<file path="src/sv/hbsd_pkg.sv">
`timescale 1ns / 1ps

package hbsd_pkg;

    localparam int BYTE_W        = 8;
    localparam int MIN_W         = 4;
    localparam int FRAME_BYTES_W = 12;
    localparam int STATUS_W      = 2;
    localparam int SEQ_W         = 3;
    localparam int CFG_INDEX_W   = 2;
    localparam int CFG_DATA_W    = 8;

    localparam logic [CFG_INDEX_W-1:0] REG_FLAG   = 2'd0;
    localparam logic [CFG_INDEX_W-1:0] REG_ESCAPE = 2'd1;
    localparam logic [CFG_INDEX_W-1:0] REG_MASK   = 2'd2;
    localparam logic [CFG_INDEX_W-1:0] REG_MIN    = 2'd3;

    localparam logic [BYTE_W-1:0] FLAG_RST   = 8'h7E;
    localparam logic [BYTE_W-1:0] ESCAPE_RST = 8'h7D;
    localparam logic [BYTE_W-1:0] MASK_RST   = 8'h20;
    localparam logic [MIN_W-1:0]  MIN_RST    = 4'd6;

    localparam logic [15:0] CRC_POLY = 16'h1021;
    localparam logic [15:0] CRC_INIT = 16'hFFFF;

    localparam logic [FRAME_BYTES_W-1:0] FRAME_BYTES_MAX = 12'hFFF;

    localparam logic [STATUS_W-1:0] STATUS_GOOD  = 2'd0;
    localparam logic [STATUS_W-1:0] STATUS_SHORT = 2'd1;
    localparam logic [STATUS_W-1:0] STATUS_CRC   = 2'd2;

    localparam logic KIND_PAYLOAD = 1'b0;
    localparam logic KIND_END     = 1'b1;

    typedef struct packed {
        logic                     kind;
        logic [BYTE_W-1:0]        payload_byte;
        logic [BYTE_W-1:0]        address;
        logic [BYTE_W-1:0]        control;
        logic [STATUS_W-1:0]      status;
        logic [FRAME_BYTES_W-1:0] frame_bytes;
    } result_t;

    // byte-wide CRC-16 update, MSB first
    function automatic logic [15:0] crc_update(input logic [15:0] crc,
                                               input logic [BYTE_W-1:0] b);
        logic [15:0] c;
        c = crc ^ {b, 8'h00};
        for (int i = 0; i < 8; i++)
        begin
            if (c[15])
            begin
                c = {c[14:0], 1'b0} ^ CRC_POLY;
            end
            else
            begin
                c = {c[14:0], 1'b0};
            end
        end
        return c;
    endfunction

endpackage

</file>
<file path="src/sv/hbsd_if.sv">
`timescale 1ns / 1ps

interface hbsd_byte_if;
    logic                       valid;
    logic                       ready;
    logic [hbsd_pkg::BYTE_W-1:0] rx_byte;

    modport source (output valid, output rx_byte, input ready);
    modport sink   (input valid, input rx_byte, output ready);
endinterface

interface hbsd_result_if;
    logic                              valid;
    logic                              ready;
    logic                              kind;
    logic [hbsd_pkg::BYTE_W-1:0]        payload_byte;
    logic [hbsd_pkg::BYTE_W-1:0]        address;
    logic [hbsd_pkg::BYTE_W-1:0]        control;
    logic                              poll;
    logic [hbsd_pkg::SEQ_W-1:0]         tx_seq;
    logic [hbsd_pkg::SEQ_W-1:0]         recv_seq;
    logic                              is_info;
    logic                              is_supervisory;
    logic [hbsd_pkg::STATUS_W-1:0]      status;
    logic [hbsd_pkg::FRAME_BYTES_W-1:0] frame_bytes;
    logic                              last;

    modport source (output valid, output kind, output payload_byte, output address,
                    output control, output poll, output tx_seq, output recv_seq,
                    output is_info, output is_supervisory, output status,
                    output frame_bytes, output last, input ready);
    modport sink   (input valid, input kind, input payload_byte, input address,
                    input control, input poll, input tx_seq, input recv_seq,
                    input is_info, input is_supervisory, input status,
                    input frame_bytes, input last, output ready);
endinterface

</file>
<file path="src/sv/hdlc_byte_stuffed_deframer.sv">
`timescale 1ns / 1ps
// Result path: an accepted rx byte is held in the input register, then its result in the result register.
// Throughput: one byte per cycle while the result side is not stalled, with a byte-parallel CRC update.
// Bytes causing no result (flags that end no frame, escapes, header bytes) are consumed silently.
// Reset (rst_n low, async): config to 7E/7D/20/6, hunting for opening flag,
// CRC 0xFFFF, delay line, count and header holds cleared, both stages empty.
module hdlc_byte_stuffed_deframer #(
    parameter int COUNT_WIDTH = 12
) (
    input  logic                                 clk,
    input  logic                                 rst_n,
    input  logic                                 cfg_we,
    input  logic [hbsd_pkg::CFG_INDEX_W-1:0]     cfg_index,
    input  logic [hbsd_pkg::CFG_DATA_W-1:0]      cfg_data,
    hbsd_byte_if.sink                            rx,
    hbsd_result_if.source                        res
);

    localparam int CW = COUNT_WIDTH;

    logic [hbsd_pkg::BYTE_W-1:0] flag_reg;
    logic [hbsd_pkg::BYTE_W-1:0] escape_reg;
    logic [hbsd_pkg::BYTE_W-1:0] mask_reg;
    logic [hbsd_pkg::MIN_W-1:0]  min_reg;

    logic                        in_valid_reg;
    logic [hbsd_pkg::BYTE_W-1:0] in_byte_reg;
    logic                        out_valid_reg;
    hbsd_pkg::result_t           result_reg;
    hbsd_pkg::result_t           result_next;

    logic                        esc_reg,      esc_next;
    logic                        in_frame_reg, in_frame_next;
    logic [15:0]                 crc_reg,      crc_next;
    logic [hbsd_pkg::BYTE_W-1:0] dly0_reg,     dly0_next;
    logic [hbsd_pkg::BYTE_W-1:0] dly1_reg,     dly1_next;
    logic [CW-1:0]               cnt_reg,      cnt_next;
    logic [hbsd_pkg::BYTE_W-1:0] addr_reg,     addr_next;
    logic [hbsd_pkg::BYTE_W-1:0] ctrl_reg,     ctrl_next;

    logic                        advance;
    logic                        fire;
    logic                        emit;
    logic                        take_en;
    logic [hbsd_pkg::BYTE_W-1:0] take_d;
    logic                        open_en;
    logic                        short_frame;
    logic                        cnt_sat_12;

    assign advance  = !out_valid_reg || res.ready;
    assign fire     = in_valid_reg && advance;
    assign rx.ready = !in_valid_reg || advance;

    assign short_frame = (({1'b0, cnt_reg} + (CW+1)'(2)) < (CW+1)'(min_reg));
    assign cnt_sat_12  = (CW'(cnt_reg) > CW'(hbsd_pkg::FRAME_BYTES_MAX));

    always_comb
    begin
        esc_next      = esc_reg;
        in_frame_next = in_frame_reg;
        crc_next      = crc_reg;
        dly0_next     = dly0_reg;
        dly1_next     = dly1_reg;
        cnt_next      = cnt_reg;
        addr_next     = addr_reg;
        ctrl_next     = ctrl_reg;
        emit          = 1'b0;
        take_en       = 1'b0;
        take_d        = in_byte_reg;
        open_en       = 1'b0;
        result_next   = '0;

        if (!in_frame_reg)
        begin
            open_en = (in_byte_reg == flag_reg);
        end
        else if (esc_reg)
        begin
            esc_next = 1'b0;
            take_en  = 1'b1;
            take_d   = in_byte_reg ^ mask_reg;
        end
        else if (in_byte_reg == escape_reg)
        begin
            esc_next = 1'b1;
        end
        else if (in_byte_reg == flag_reg)
        begin
            if (cnt_reg != '0)
            begin
                emit                     = 1'b1;
                open_en                  = 1'b1;
                result_next.kind         = hbsd_pkg::KIND_END;
                result_next.address      = addr_reg;
                result_next.control      = ctrl_reg;
                result_next.frame_bytes  = cnt_sat_12 ? hbsd_pkg::FRAME_BYTES_MAX
                                                      : hbsd_pkg::FRAME_BYTES_W'(cnt_reg);
                if (short_frame)
                begin
                    result_next.status = hbsd_pkg::STATUS_SHORT;
                end
                else if ({dly1_reg, dly0_reg} != crc_reg)
                begin
                    result_next.status = hbsd_pkg::STATUS_CRC;
                end
                else
                begin
                    result_next.status = hbsd_pkg::STATUS_GOOD;
                end
            end
        end
        else
        begin
            take_en = 1'b1;
        end

        if (take_en)
        begin
            if (cnt_reg == '0)
            begin
                addr_next = take_d;
            end
            else if (cnt_reg == CW'(1))
            begin
                ctrl_next = take_d;
            end
            if (cnt_reg >= CW'(2))
            begin
                crc_next = hbsd_pkg::crc_update(crc_reg, dly0_reg);
                if (cnt_reg >= CW'(4))
                begin
                    emit                     = 1'b1;
                    result_next.kind         = hbsd_pkg::KIND_PAYLOAD;
                    result_next.payload_byte = dly0_reg;
                end
            end
            dly0_next = dly1_reg;
            dly1_next = take_d;
            if (cnt_reg != {CW{1'b1}})
            begin
                cnt_next = cnt_reg + CW'(1);
            end
        end

        if (open_en)
        begin
            in_frame_next = 1'b1;
            esc_next      = 1'b0;
            crc_next      = hbsd_pkg::CRC_INIT;
            dly0_next     = '0;
            dly1_next     = '0;
            cnt_next      = '0;
            addr_next     = '0;
            ctrl_next     = '0;
        end
    end

    always_ff @(posedge clk or negedge rst_n)
    begin
        if (!rst_n)
        begin
            flag_reg   <= hbsd_pkg::FLAG_RST;
            escape_reg <= hbsd_pkg::ESCAPE_RST;
            mask_reg   <= hbsd_pkg::MASK_RST;
            min_reg    <= hbsd_pkg::MIN_RST;
        end
        else if (cfg_we)
        begin
            case (cfg_index)
                hbsd_pkg::REG_FLAG:   flag_reg   <= cfg_data;
                hbsd_pkg::REG_ESCAPE: escape_reg <= cfg_data;
                hbsd_pkg::REG_MASK:   mask_reg   <= cfg_data;
                hbsd_pkg::REG_MIN:    min_reg    <= cfg_data[hbsd_pkg::MIN_W-1:0];
                default:              ;
            endcase
        end
    end

    always_ff @(posedge clk or negedge rst_n)
    begin
        if (!rst_n)
        begin
            in_valid_reg  <= 1'b0;
            out_valid_reg <= 1'b0;
            esc_reg       <= 1'b0;
            in_frame_reg  <= 1'b0;
            crc_reg       <= hbsd_pkg::CRC_INIT;
            dly0_reg      <= '0;
            dly1_reg      <= '0;
            cnt_reg       <= '0;
            addr_reg      <= '0;
            ctrl_reg      <= '0;
        end
        else
        begin
            if (rx.ready)
            begin
                in_valid_reg <= rx.valid;
            end
            if (advance)
            begin
                out_valid_reg <= fire && emit;
            end
            if (fire)
            begin
                esc_reg      <= esc_next;
                in_frame_reg <= in_frame_next;
                crc_reg      <= crc_next;
                dly0_reg     <= dly0_next;
                dly1_reg     <= dly1_next;
                cnt_reg      <= cnt_next;
                addr_reg     <= addr_next;
                ctrl_reg     <= ctrl_next;
            end
        end
    end

    always_ff @(posedge clk)
    begin
        if (rx.ready && rx.valid)
        begin
            in_byte_reg <= rx.rx_byte;
        end
        if (fire && emit)
        begin
            result_reg <= result_next;
        end
    end

    // control decode; zero on payload items since control is zero there
    logic is_end;
    assign is_end = (result_reg.kind == hbsd_pkg::KIND_END);

    assign res.valid          = out_valid_reg;
    assign res.kind           = result_reg.kind;
    assign res.payload_byte   = result_reg.payload_byte;
    assign res.address        = result_reg.address;
    assign res.control        = result_reg.control;
    assign res.poll           = result_reg.control[4];
    assign res.tx_seq         = result_reg.control[3:1];
    assign res.recv_seq       = result_reg.control[7:5];
    assign res.is_info        = is_end && !result_reg.control[0];
    assign res.is_supervisory = (result_reg.control[1:0] == 2'b01);
    assign res.status         = result_reg.status;
    assign res.frame_bytes    = result_reg.frame_bytes;
    assign res.last           = is_end;

endmodule

</file>
<file path="src/flat_wrapper.sv">
// flat-port wrapper written by rule: the top's interface ports become plain ports
module hdlc_byte_stuffed_deframer_flat 
#(
    parameter int COUNT_WIDTH = 12
)
  (clk, rst_n, cfg_we, cfg_index, cfg_data, rx_valid, rx_rx_byte, rx_ready, res_valid, res_kind, res_payload_byte, res_address, res_control, res_poll, res_tx_seq, res_recv_seq, res_is_info, res_is_supervisory, res_status, res_frame_bytes, res_last, res_ready);
  hbsd_byte_if rx_i ();
  hbsd_result_if res_i ();
  input  logic clk;
  input  logic rst_n;
  input  logic cfg_we;
  input  logic [hbsd_pkg::CFG_INDEX_W-1:0] cfg_index;
  input  logic [hbsd_pkg::CFG_DATA_W-1:0] cfg_data;
  input wire logic [$bits(rx_i.valid)-1:0] rx_valid;
  input wire logic [$bits(rx_i.rx_byte)-1:0] rx_rx_byte;
  output wire logic [$bits(rx_i.ready)-1:0] rx_ready;
  output wire logic [$bits(res_i.valid)-1:0] res_valid;
  output wire logic [$bits(res_i.kind)-1:0] res_kind;
  output wire logic [$bits(res_i.payload_byte)-1:0] res_payload_byte;
  output wire logic [$bits(res_i.address)-1:0] res_address;
  output wire logic [$bits(res_i.control)-1:0] res_control;
  output wire logic [$bits(res_i.poll)-1:0] res_poll;
  output wire logic [$bits(res_i.tx_seq)-1:0] res_tx_seq;
  output wire logic [$bits(res_i.recv_seq)-1:0] res_recv_seq;
  output wire logic [$bits(res_i.is_info)-1:0] res_is_info;
  output wire logic [$bits(res_i.is_supervisory)-1:0] res_is_supervisory;
  output wire logic [$bits(res_i.status)-1:0] res_status;
  output wire logic [$bits(res_i.frame_bytes)-1:0] res_frame_bytes;
  output wire logic [$bits(res_i.last)-1:0] res_last;
  input wire logic [$bits(res_i.ready)-1:0] res_ready;
  assign rx_i.valid = rx_valid;
  assign rx_i.rx_byte = rx_rx_byte;
  assign rx_ready = rx_i.ready;
  assign res_valid = res_i.valid;
  assign res_kind = res_i.kind;
  assign res_payload_byte = res_i.payload_byte;
  assign res_address = res_i.address;
  assign res_control = res_i.control;
  assign res_poll = res_i.poll;
  assign res_tx_seq = res_i.tx_seq;
  assign res_recv_seq = res_i.recv_seq;
  assign res_is_info = res_i.is_info;
  assign res_is_supervisory = res_i.is_supervisory;
  assign res_status = res_i.status;
  assign res_frame_bytes = res_i.frame_bytes;
  assign res_last = res_i.last;
  assign res_i.ready = res_ready;
  hdlc_byte_stuffed_deframer #(.COUNT_WIDTH(COUNT_WIDTH)) u_core (.clk(clk), .rst_n(rst_n), .cfg_we(cfg_we), .cfg_index(cfg_index), .cfg_data(cfg_data), .rx(rx_i), .res(res_i));
endmodule
</file>
<file path="config.mk">
export PLATFORM = sky130hd
export DESIGN_NAME = hdlc_byte_stuffed_deframer_flat
export DESIGN_NICKNAME = d
export VERILOG_FILES = /design/src/sv/hbsd_pkg.sv /design/src/sv/hbsd_if.sv /design/src/sv/hdlc_byte_stuffed_deframer.sv /design/src/flat_wrapper.sv
export SDC_FILE = /design/constraint.sdc
export NUM_CORES = 1
export LEC_CHECK = 0
export BUFFER_PORTS_ARGS = -buffer_cell sky130_fd_sc_hd__buf_2
export CAP_MARGIN = 20
export CELL_PAD_IN_SITES_DETAIL_PLACEMENT = 1
export CELL_PAD_IN_SITES_GLOBAL_PLACEMENT = 2
export CORE_ASPECT_RATIO = 0.9
export CORE_MARGIN = 4
export CORE_UTILIZATION = 37
export CTS_BUF_LIST = sky130_fd_sc_hd__clkbuf_4 sky130_fd_sc_hd__clkbuf_8
export DETAILED_ROUTE_END_ITERATION = 12
export PLACE_DENSITY = 0.89
export SYNTH_ARGS = -nofsm -noshare
export SYNTH_HDL_FRONTEND = slang
export SYNTH_SLANG_ARGS = --single-unit
</file>
<file path="constraint.sdc">
create_clock -name clk -period 4 [get_ports clk]
set_clock_uncertainty 0.15 [all_clocks]
set_input_delay 0.8 -clock clk [delete_from_list [all_inputs] [get_ports clk]]
set_output_delay 0.8 -clock clk [all_outputs]
set_load 0.01 [all_outputs]
</file>
==> metrics.md, run 1 <==
| Metric | Value |
|---|---|
| Outcome | `complete, no violations` |
| Largest cells by area after synthesis | `dfrtp_1 22%, edfxtp_1 21%, dfstp_2 12%` |
| Post-cts sizing count | `0` |
| Clk Latency, worst-skew pair | `0.44 ns` |
| Synthesized instance count | `560` |
| Largest net degree at the start of global routing | `40` |
| Most frequent cell after synthesis | `dfrtp_1` |
| Drt initial violations | `243` |
| WL/cell | `19.2 um` |
| Hold Buf Count CTS | `0` |
| Slew Viols, Final | `0` |
| Tcrit/Tclk final | `0.781` |
| Worst hold slack | `0.187 ns` |
| Pleak | `between 3 and 4 nW` |
| DP HPWL | `12,100 um` |
| Post-layout util | `0.437` |
| Asr flop ratio synth | `0.662` |
| Warnings, synthesis | `0` |
| Max reg flops | `16` |
| Relative slew slack | `0.378` |
| Syn_nets | `592` |
| Num ports | `74` |
| Clock tree buffer depth | `2` |
| Setup TNS | `0 ns` |
| Post-CTS Setup Inserts | `0` |
| CTS buffer count | `17` |
| Row cnt | `46` |
| Worst endpoint data arrival time | `3.34 ns` |
| CTS tree | `done` |
| Global-route wire length before repair | `27,300 um` |
| Most instantiated cells after synthesis | `61 x dfrtp_1, 47 x edfxtp_1, 45 x xor2_1, 34 x mux2_2, 32 x and2_1` |
| Initial core utilization | `0.381` |
| Vias in the first global route | `4,973` |
| Drt first pass iters | `5` |
| Type of the worst setup path | `flip-flop to flip-flop` |
| Syn_area_per_cell | `12.1 um2` |
| Worst vdd ir | `roughly 0.28 mV` |
| Detailed Route WL | `approximately 17,000 um` |
| Power Density | `589 nW/um2` |
| Drc violations | `0` |
| Die area | `20,600 um2` |
| DR vias | `4,637` |
| CP Launch Type | `flip-flop` |
| Setup Viol. Count Final | `0` |
| Final Hold Viols | `0` |
| Chip Height | `around 140 um` |
| Antenna viol nets, final | `0` |
| Layout area overhead | `14.6%` |
| Critical Path RT | `4.21 ns` |
| Fillers | `1,941` |
| Clock sink count | `139` |
| Grt total ovfl | `0` |
| Worst setup EP type | `flip-flop` |
| Hold Crit Class | `input port to async pin` |
| RSZ-0062 raised after global routing | `no` |
| Initial antenna violation count | `0` |
| Synth Cell Area | `about 6800 um2` |
| Netlist cell types | `58` |
| Max_cap viols | `0` |
| Max H-tree Level | `4` |
| Top-area cell type share of the netlist area | `0.224` |
| Layout cells sized above 1 | `0.298` |
| Die X-Extent | `151 um` |
| Via density | `5.24` |
| Sequential fraction of the synthesis area | `0.552` |
| Global Route Usage Sum | `0.172` |
| Fin crit period | `about 3.1 ns` |
| Antenna Cells | `0` |
| Fmax | `0.320 GHz` |
| CP max FO | `32` |
| Post-synth EDFFs | `47` |
| Root Driver | `clkbuf_8` |
| Post-synth top area cell | `dfrtp_1` |
| GP Congestion | `a little under 0.9` |
| Port Buf Inserts | `73` |
| Nets | `around 660` |
| Measured slew at the worst slew-check pin | `0.929 ns` |
| Seq cells post-synth | `139` |
| Clock Pin Slew Worst Setup and Hold Paths | `0.08 ns` |
| Core Box Area | `17,800 um2` |
| Top FF cell, synth | `dfrtp_1` |
==> routing by layer <==
metal | routed length [um] | GRT usage
met1 | 7760 | 0.234
met2 | 8130 | 0.275
met3 | 864 | 0.0440
met4 | 231 | 0.0453
met5 | 0 | 0
==> critical path, cell delays in order, from the launching register on <==
cell and delay (ns):
edfxtp_1 0.45, xor2_1 0.19, nor4_2 0.44, nand2_1 0.23
o32a_4 0.44, a211oi_4 0.68, buf_4 0.25, a2bb2oi_1 0.20
==> path summary, 6_finish.rpt <==
| path | end | startpoint | slack [ns] | cells past startpoint |
|---|---|---|---|---|
| max reg2reg | u_core.crc_reg[13]$_DFFE_PN1P_ | u_core.in_byte_reg[4]$_DFFE_PP_ | 0.88 | 7 |
| min | u_core.cnt_reg[8]$_DFFE_PN0P_ | rst_n | 0.19 | 1 |
| max | u_core.crc_reg[13]$_DFFE_PN1P_ | u_core.in_byte_reg[4]$_DFFE_PP_ | 0.88 | 7 |
| max in group asynchronous | u_core.flag_reg[1]$_DFFE_PN1P_ | rst_n | 2.68 | 2 |
| min reg2reg | u_core.ctrl_reg[6]$_DFFE_PN0P_ | u_core.ctrl_reg[6]$_DFFE_PN0P_ | 0.36 | 1 |
| min in group clk | u_core.ctrl_reg[6]$_DFFE_PN0P_ | u_core.ctrl_reg[6]$_DFFE_PN0P_ | 0.36 | 1 |
==> layout make-up <==
type                    count  area [um2]  area share
clock buffers              19         249      0.0319
clock inverters            13         150      0.0193
inverters                  26        97.6      0.0125
multi-input cells         364        2780       0.357
flip-flops and latches    139        3750       0.481
well taps                 240         300      0.0385
repair buffers             84         463      0.0594
==> power by group <==
group	internal, W	total [W]	switching, W	leakage, nW
registers	0.00181	0.00211	0.000291	1.55
clock network	0.000623	0.00117	0.000550	0.193
logic	0.000639	0.00131	0.000674	1.58
==> per-stage QoR <==
stage / setup slack (ns) / cells / instance area (um2) / power (W)
3_5_place_dp: 0.881 / 853 / 7400 / 0.00343
4_1_cts: 0.850 / 885 / 7800 / 0.00463
6_report: 0.877 / 885 / 7800 / 0.00459
5_1_grt: 0.640 / 885 / 7800 / 0.00487
2_1_floorplan: 0.0553 / 560 / 6800 / 0.00305
3_3_place_gp: 1.08 / 853 / 7400 / 0.00336
==> cells in the final DEF, fill, tap and decap left out, drive strengths merged, types with 6 or more instances in the layout <==
cell type | Yosys | routed
clkbuf | 14 | 19
ha | 9 | 9
nand3 | 13 | 13
clkinv | 0 | 6
dfstp | 31 | 31
a22o | 25 | 25
nor2 | 15 | 15
xor2 | 45 | 45
and2 | 34 | 34
xnor2 | 22 | 22
o21ai | 17 | 17
mux2i | 9 | 9
nor4 | 12 | 12
and3 | 12 | 12
dfrtp | 61 | 61
edfxtp | 47 | 47
nor3 | 6 | 6
nand2 | 29 | 29
inv | 26 | 27
a2bb2oi | 10 | 10
a21oi | 8 | 8
mux2 | 34 | 34
buf | 17 | 84
==> logic make-up after synthesis <==
kind of cell / share of synthesized area
multiplexers: 0.0696
adder cells (fa/ha/maj): 0.0166
XOR/XNOR: 0.0863
AO/OA/AOI/OAI: 0.109
buffers and inverters: 0.0408
flip-flops: 0.552
AND/OR/NAND/NOR: 0.126
Note: power is estimated with default switching activity, not from simulation.
==> run 2: changes to the inputs <==
- CORE_UTILIZATION: 37 -> 41
- PLACE_DENSITY: 0.89 -> 0.92
- clock period: 4 -> 3.3 ns (I/O delays scaled with it)
==> run 2 against run 1 <==
Via count grew 2.1%. Worst setup slack lost 0.55 ns. Final area is 1.0% higher. Sequential share of layout area is 0.49 points lower. Cell count fell by 2.6%. Combinational power is 27% higher. Flip-flop and latch count is the same. Register-to-register slack got worse by 0.55 ns. Clock-buffer cell count unchanged. Critical endpoint is now u_core.res.status[0]$_SDFFCE_PP0P_. Highest routed layer unchanged.
==> metrics.md, run 2 (synthesis gave the netlist of run 1 again) <==
| Metric | Value |
|---|---|
| Outcome | `complete, no violations` |
| Clock tree buffer depth | `2` |
| Sequential Power Share | `0.442` |
| Max H-tree Level | `4` |
| Hold Crit Class | `input port to flip-flop` |
| Relative slew slack | `0.556` |
| CP bufs+invs | `1` |
| Layout area overhead | `15.8%` |
| Clk Latency, worst-skew pair | `0.45 ns` |
| Grt total ovfl | `0` |
| Critical Path RT | `~3.3 ns` |
| R2R setup slack | `0.33 ns` |
| Psw | `0.00183 W` |
| Worst hold slack | `0.236 ns` |
| Die area | `18,700 um2` |
| Hold endpoint | `u_core.in_byte_reg[3]$_DFFE_PP_` |
| Chip Height | `130 um` |
| CP most frequent cell | `nor4_2` |
| Antenna Cells | `0` |
| Most frequent cells in the layout | `72 x buf_2, 61 x dfrtp_1, 47 x edfxtp_1` |
| Crit path max-delay family | `simple AND/OR/NAND/NOR gates` |
| Fin area | `7880 um2` |
| GP Congestion | `about 0.86` |
| Initial core utilization | `0.420` |
| Nets | `674` |
| Worst path slowest cell | `edfxtp_1` |
| Comb power frac | `0.295` |
| Most common cell after layout, fill and taps aside | `buf_2` |
| Measured slew at the worst slew-check pin | `0.661 ns` |
| CP Launch Type | `flip-flop` |
| Drt first pass iters | `4` |
| Internal power | `0.00384 W` |
| Power Density | `720 nW/um2` |
| Switch share | `0.323` |
| Port Buf Inserts | `73` |
| Worst vdd ir | `~0.48 mV` |
| Detailed Route WL | `roughly 17,000 um` |
| Hold Buf Count CTS | `1` |
| Critical R2R Capture | `u_core.res.status[0]$_SDFFCE_PP0P_` |
| Layout cells sized above 1 | `0.310` |
| Initial antenna violation count | `0` |
| Drc violations | `0` |
| Final std cells w/o fill | `862` |
| Fmax | `~0.34 GHz` |
| Placed cell area | `7420 um2` |
| RSZ-0062 raised after global routing | `no` |
| HP Start | `rx_rx_byte[3]` |
| Worst hold path cell count | `1` |
| Post-cts sizing count | `0` |
| Core Box Area | `16,200 um2` |
| Vias in the first global route | `approximately 5,200` |
| CP max FO | `23` |
| Post-Place Cells | `~830` |
| Cell chain of the critical path | `xor2_1 -> nor4_2 -> nand2_1 -> nor4_2 -> a21oi_1 -> nor2_4 -> buf_16` |
| Worst endpoint data arrival time | `about 3 ns` |
| Die X-Extent | `144 um` |
| Via density | `5.49` |
| Max incr delay on CP | `0.48 ns` |
| Num ports | `between 70 and 80` |
| Root Driver | `clkbuf_8` |
| Clock Pin Slew Worst Setup and Hold Paths | `0.08 ns` |
| Final Hold Viols | `0` |
| Type of the worst setup path | `flip-flop to flip-flop` |
| Max_cap viols | `0` |
| Tcrit/Tclk final | `0.901` |
| Worst setup EP type | `flip-flop` |
| WL/cell | `~20 um` |
| Clock sink count | `139` |
| Row cnt | `44` |
| Slew Viols, Final | `0` |
| DR vias | `roughly 4,700` |
| CTS tree | `done` |
| R2R Path Start | `u_core.in_byte_reg[2]$_DFFE_PP_` |
| Global Route Usage Sum | `0.191` |
| CTS buffer count | `17` |
| Setup Viol. Count Final | `0` |
| Clock power share | `0.263` |
| Pleak | `3.40 nW` |
| DP HPWL | `~12,000 um` |
| Overall power | `0.00567 W` |
| Drt initial violations | `204` |
| Global-route wire length before repair | `between 20,000 and 30,000 um` |
| Max reg flops | `16` |
| Fin crit period | `2.97 ns` |
| Antenna viol nets, final | `0` |
| Register-to-Register Path Depth | `7` |
| Largest net degree at the start of global routing | `63` |
| Post-CTS Setup Inserts | `0` |
| Setup TNS | `0 ns` |
-- run 2: worst max-delay path by stage --
stage                                               endpoint  cells after the start                             from
global route              u_core.res.status[0]$_SDFFCE_PP0P_                      7  u_core.in_byte_reg[2]$_DFFE_PP_
detailed placement        u_core.res.status[0]$_SDFFCE_PP0P_                      6  u_core.in_byte_reg[5]$_DFFE_PP_
global placement    u_core.res.payload_byte[6]$_SDFFCE_PN0P_                      6  u_core.in_byte_reg[5]$_DFFE_PP_
CTS                       u_core.res.status[0]$_SDFFCE_PP0P_                      6  u_core.in_byte_reg[2]$_DFFE_PP_
finish                    u_core.res.status[0]$_SDFFCE_PP0P_                      7  u_core.in_byte_reg[2]$_DFFE_PP_
floorplan                u_core.res.address[0]$_SDFFCE_PP0P_                      6  u_core.in_byte_reg[2]$_DFFE_PP_
-- run 2: power groups by stage --
stage,combinational [W],sequential (W),clock [W]
finish,0.00167,0.00250,0.00149
global route,0.00186,0.00254,0.00160
CTS,0.00169,0.00251,0.00153
detailed placement,0.00167,0.00254,0
global placement,0.00158,0.00251,0
floorplan,0.00123,0.00246,0
-- run 2: metrics by stage --
stage	worst slack (ns)	utilization
global route	0.0482	0.487
detailed placement	0.0538	0.458
finish	0.325	0.487
global placement	0.208	0.458
CTS	0.0319	0.485
floorplan	0.391	-
-- run 2: routing by layer --
layer	share of wire	GRT usage	vias up
li1	-	-	2167
met1	0.45	0.249	2439
met2	0.49	0.320	101
met3	0.037	0.0399	29
met4	0.020	0.0620	0
met5	0	0	-
-- run 2: cell type report --
type	instances	area (um2)
clock buffers	19	249
clock inverters	13	174
fillers	1748	8310
inverters	26	97.6
multi-input cells	364	2780
flip-flops and latches	139	3750
well taps	207	259
repair buffers	94	561
-- run 2: worst register-to-register path: stages (launching register included) --
cell	delay (ns)
edfxtp_1	0.48
xor2_1	0.19
nor4_2	0.41
nand2_1	0.20
nor4_2	0.35
a21oi_1	0.15
nor2_4	0.48
buf_16	0.25
==> run 3: changes to the inputs <==
- CORE_UTILIZATION: 41 -> 34
- PLACE_DENSITY: 0.92 -> 0.8
- SLEW_MARGIN: unset -> 20
==> run 3 against run 2 <==
Fmax grew 1.5%. Via count shrank 3.8%. Routed wire length shrank 2.0%. Critical endpoint is now u_core.crc_reg[11]$_DFFE_PN1P_. Largest cell class unchanged.
==> metrics.md, run 3 (synthesis gave the netlist of run 1 again) <==
| Metric | Value |
|---|---|
| Outcome | `complete, no violations` |
| CP max FO | `32` |
| Initial antenna violation count | `0` |
| Clk Latency, worst-skew pair | `between 0.4 and 0.5 ns` |
| CTS buffer count | `17` |
| Drt first pass iters | `4` |
| Clock sink count | `139` |
| Drt initial violations | `~250` |
| Detailed Route WL | `16,800 um` |
| Relative slew slack | `0.440` |
| Core Box Area | `19,400 um2` |
| DR vias | `roughly 4,600` |
| Largest net degree at the start of global routing | `48` |
| Max H-tree Level | `4` |
| Initial core utilization | `0.351` |
| Beginning of the critical path | `u_core.in_byte_reg[4]$_DFFE_PP_` |
| Die X-Extent | `roughly 160 um` |
| Tcrit/Tclk final | `0.888` |
| Vias in the first global route | `4,925` |
| CP Launch Type | `flip-flop` |
| Fillers | `2,098` |
| Antenna Cells | `0` |
| Measured slew at the worst slew-check pin | `0.837 ns` |
| Power Density | `between 700 and 800 nW/um2` |
| Hold Crit Class | `input port to async pin` |
| Global-route wire length before repair | `27,200 um` |
| Pleak | `3.34 nW` |
| Worst endpoint data arrival time | `3.16 ns` |
| Setup TNS | `0 ns` |
| Critical Path RT | `roughly 3.5 ns` |
| RSZ-0062 raised after global routing | `no` |
| Clock Pin Slew Worst Setup and Hold Paths | `0.08 ns` |
| Max reg flops | `16` |
| R2R Path Start | `u_core.in_byte_reg[4]$_DFFE_PP_` |
| Post-CTS Setup Inserts | `0` |
| Nets | `roughly 670` |
| Via density | `5.08` |
| Final std cells w/o fill | `~900` |
| Setup Viol. Count Final | `0` |
| Grt total ovfl | `0` |
| Most frequent cells in the layout | `72 x buf_2, 61 x dfrtp_1, 47 x edfxtp_1` |
| Antenna viol nets, final | `0` |
| Row cnt | `48` |
| Met1 wire length | `7810 um` |
| Clock tree buffer depth | `2` |
| Type of the worst setup path | `flip-flop to flip-flop` |
| DP HPWL | `approximately 12,000 um` |
| Port Buf Inserts | `73` |
| Post-Place Cells | `864` |
| Max layer used | `met4` |
| Post-cts sizing count | `0` |
| Layout cells sized above 1 | `0.303` |
| Max_cap viols | `0` |
| Chip Height | `approximately 140 um` |
| Most common cell after layout, fill and taps aside | `buf_2` |
| Final Hold Viols | `0` |
| WL/cell | `between 15 and 20 um` |
| Die area | `around 22,000 um2` |
| Drc violations | `0` |
| Overall power | `between 0.005 and 0.006 W` |
| GP Congestion | `0.890` |
| Fmax | `0.341 GHz` |
| Global Route Usage Sum | `0.156` |
| CTS tree | `done` |
| Fin crit period | `2.93 ns` |
| Hold Buf Count CTS | `0` |
| Worst setup EP type | `flip-flop` |
| Met3 wire length | `734 um` |
| Worst vdd ir | `0.272 mV` |
| Root Driver | `clkbuf_8` |
| Routed wl met2 | `roughly 8000 um` |
| Layout area overhead | `15.2%` |
| Num ports | `74` |
| Slew Viols, Final | `0` |
## run 3: critical path, cell delays in order, from the launching register on
cell and delay [ns]:
edfxtp_1 0.47, xor2_1 0.19, nor4_2 0.46, nand3_1 0.18, o32a_4 0.49, a211oi_4 0.46
buf_4 0.26, a2bb2oi_1 0.18
## run 3: layout make-up
class,instances,area (um2),area share
clock buffer,20,256,0.0327
clock inverter,12,148,0.0188
inverter,26,97.6,0.0125
multi-input combinational,364,2790,0.356
sequential,139,3750,0.479
tap,250,313,0.0399
timing repair buffer,85,483,0.0616
## run 3: report_power, final
group | switching, W | total (W) | internal, W
clock | 0.000664 | 0.00143 | 0.000767
sequential | 0.000362 | 0.00256 | 0.00220
combinational | 0.000779 | 0.00155 | 0.000771
total | 0.00180 | 0.00554 | 0.00374
## run 3: path summary, 6_finish.rpt
path	end	slack (ns)	cells after the start
max in group asynchronous	u_core.flag_reg[3]$_DFFE_PN1P_	2.19	2
worst max-delay path	u_core.crc_reg[11]$_DFFE_PN1P_	0.37	7
worst max register to register	u_core.crc_reg[11]$_DFFE_PN1P_	0.37	7
worst min register to register	u_core.ctrl_reg[6]$_DFFE_PN0P_	0.35	1
worst min-delay path	u_core.dly1_reg[7]$_DFFE_PN0P_	0.08	1
min in group clk	u_core.in_byte_reg[7]$_DFFE_PP_	0.23	1
## run 3: through the flow
| stage | util | hold slack [ns] | setup slack [ns] | area (um2) |
|---|---|---|---|---|
| 6_report | 0.404 | 0.0842 | 0.370 | 7840 |
| 5_1_grt | 0.404 | 0.101 | 0.156 | 7840 |
| 4_1_cts | 0.404 | 0.0780 | 0.341 | 7830 |
| 3_5_place_dp | 0.383 | 0.333 | 0.346 | 7430 |
| 3_3_place_gp | 0.383 | 0.330 | 0.486 | 7430 |
| 2_1_floorplan | - | 0.214 | 0.391 | 6810 |
## run 3: metal layers
layer  global-route usage  vias up
li1                     -     2149
met2                0.243       99
met3               0.0344       19
met4               0.0507        0
met1                0.218     2288
met5                    0        -
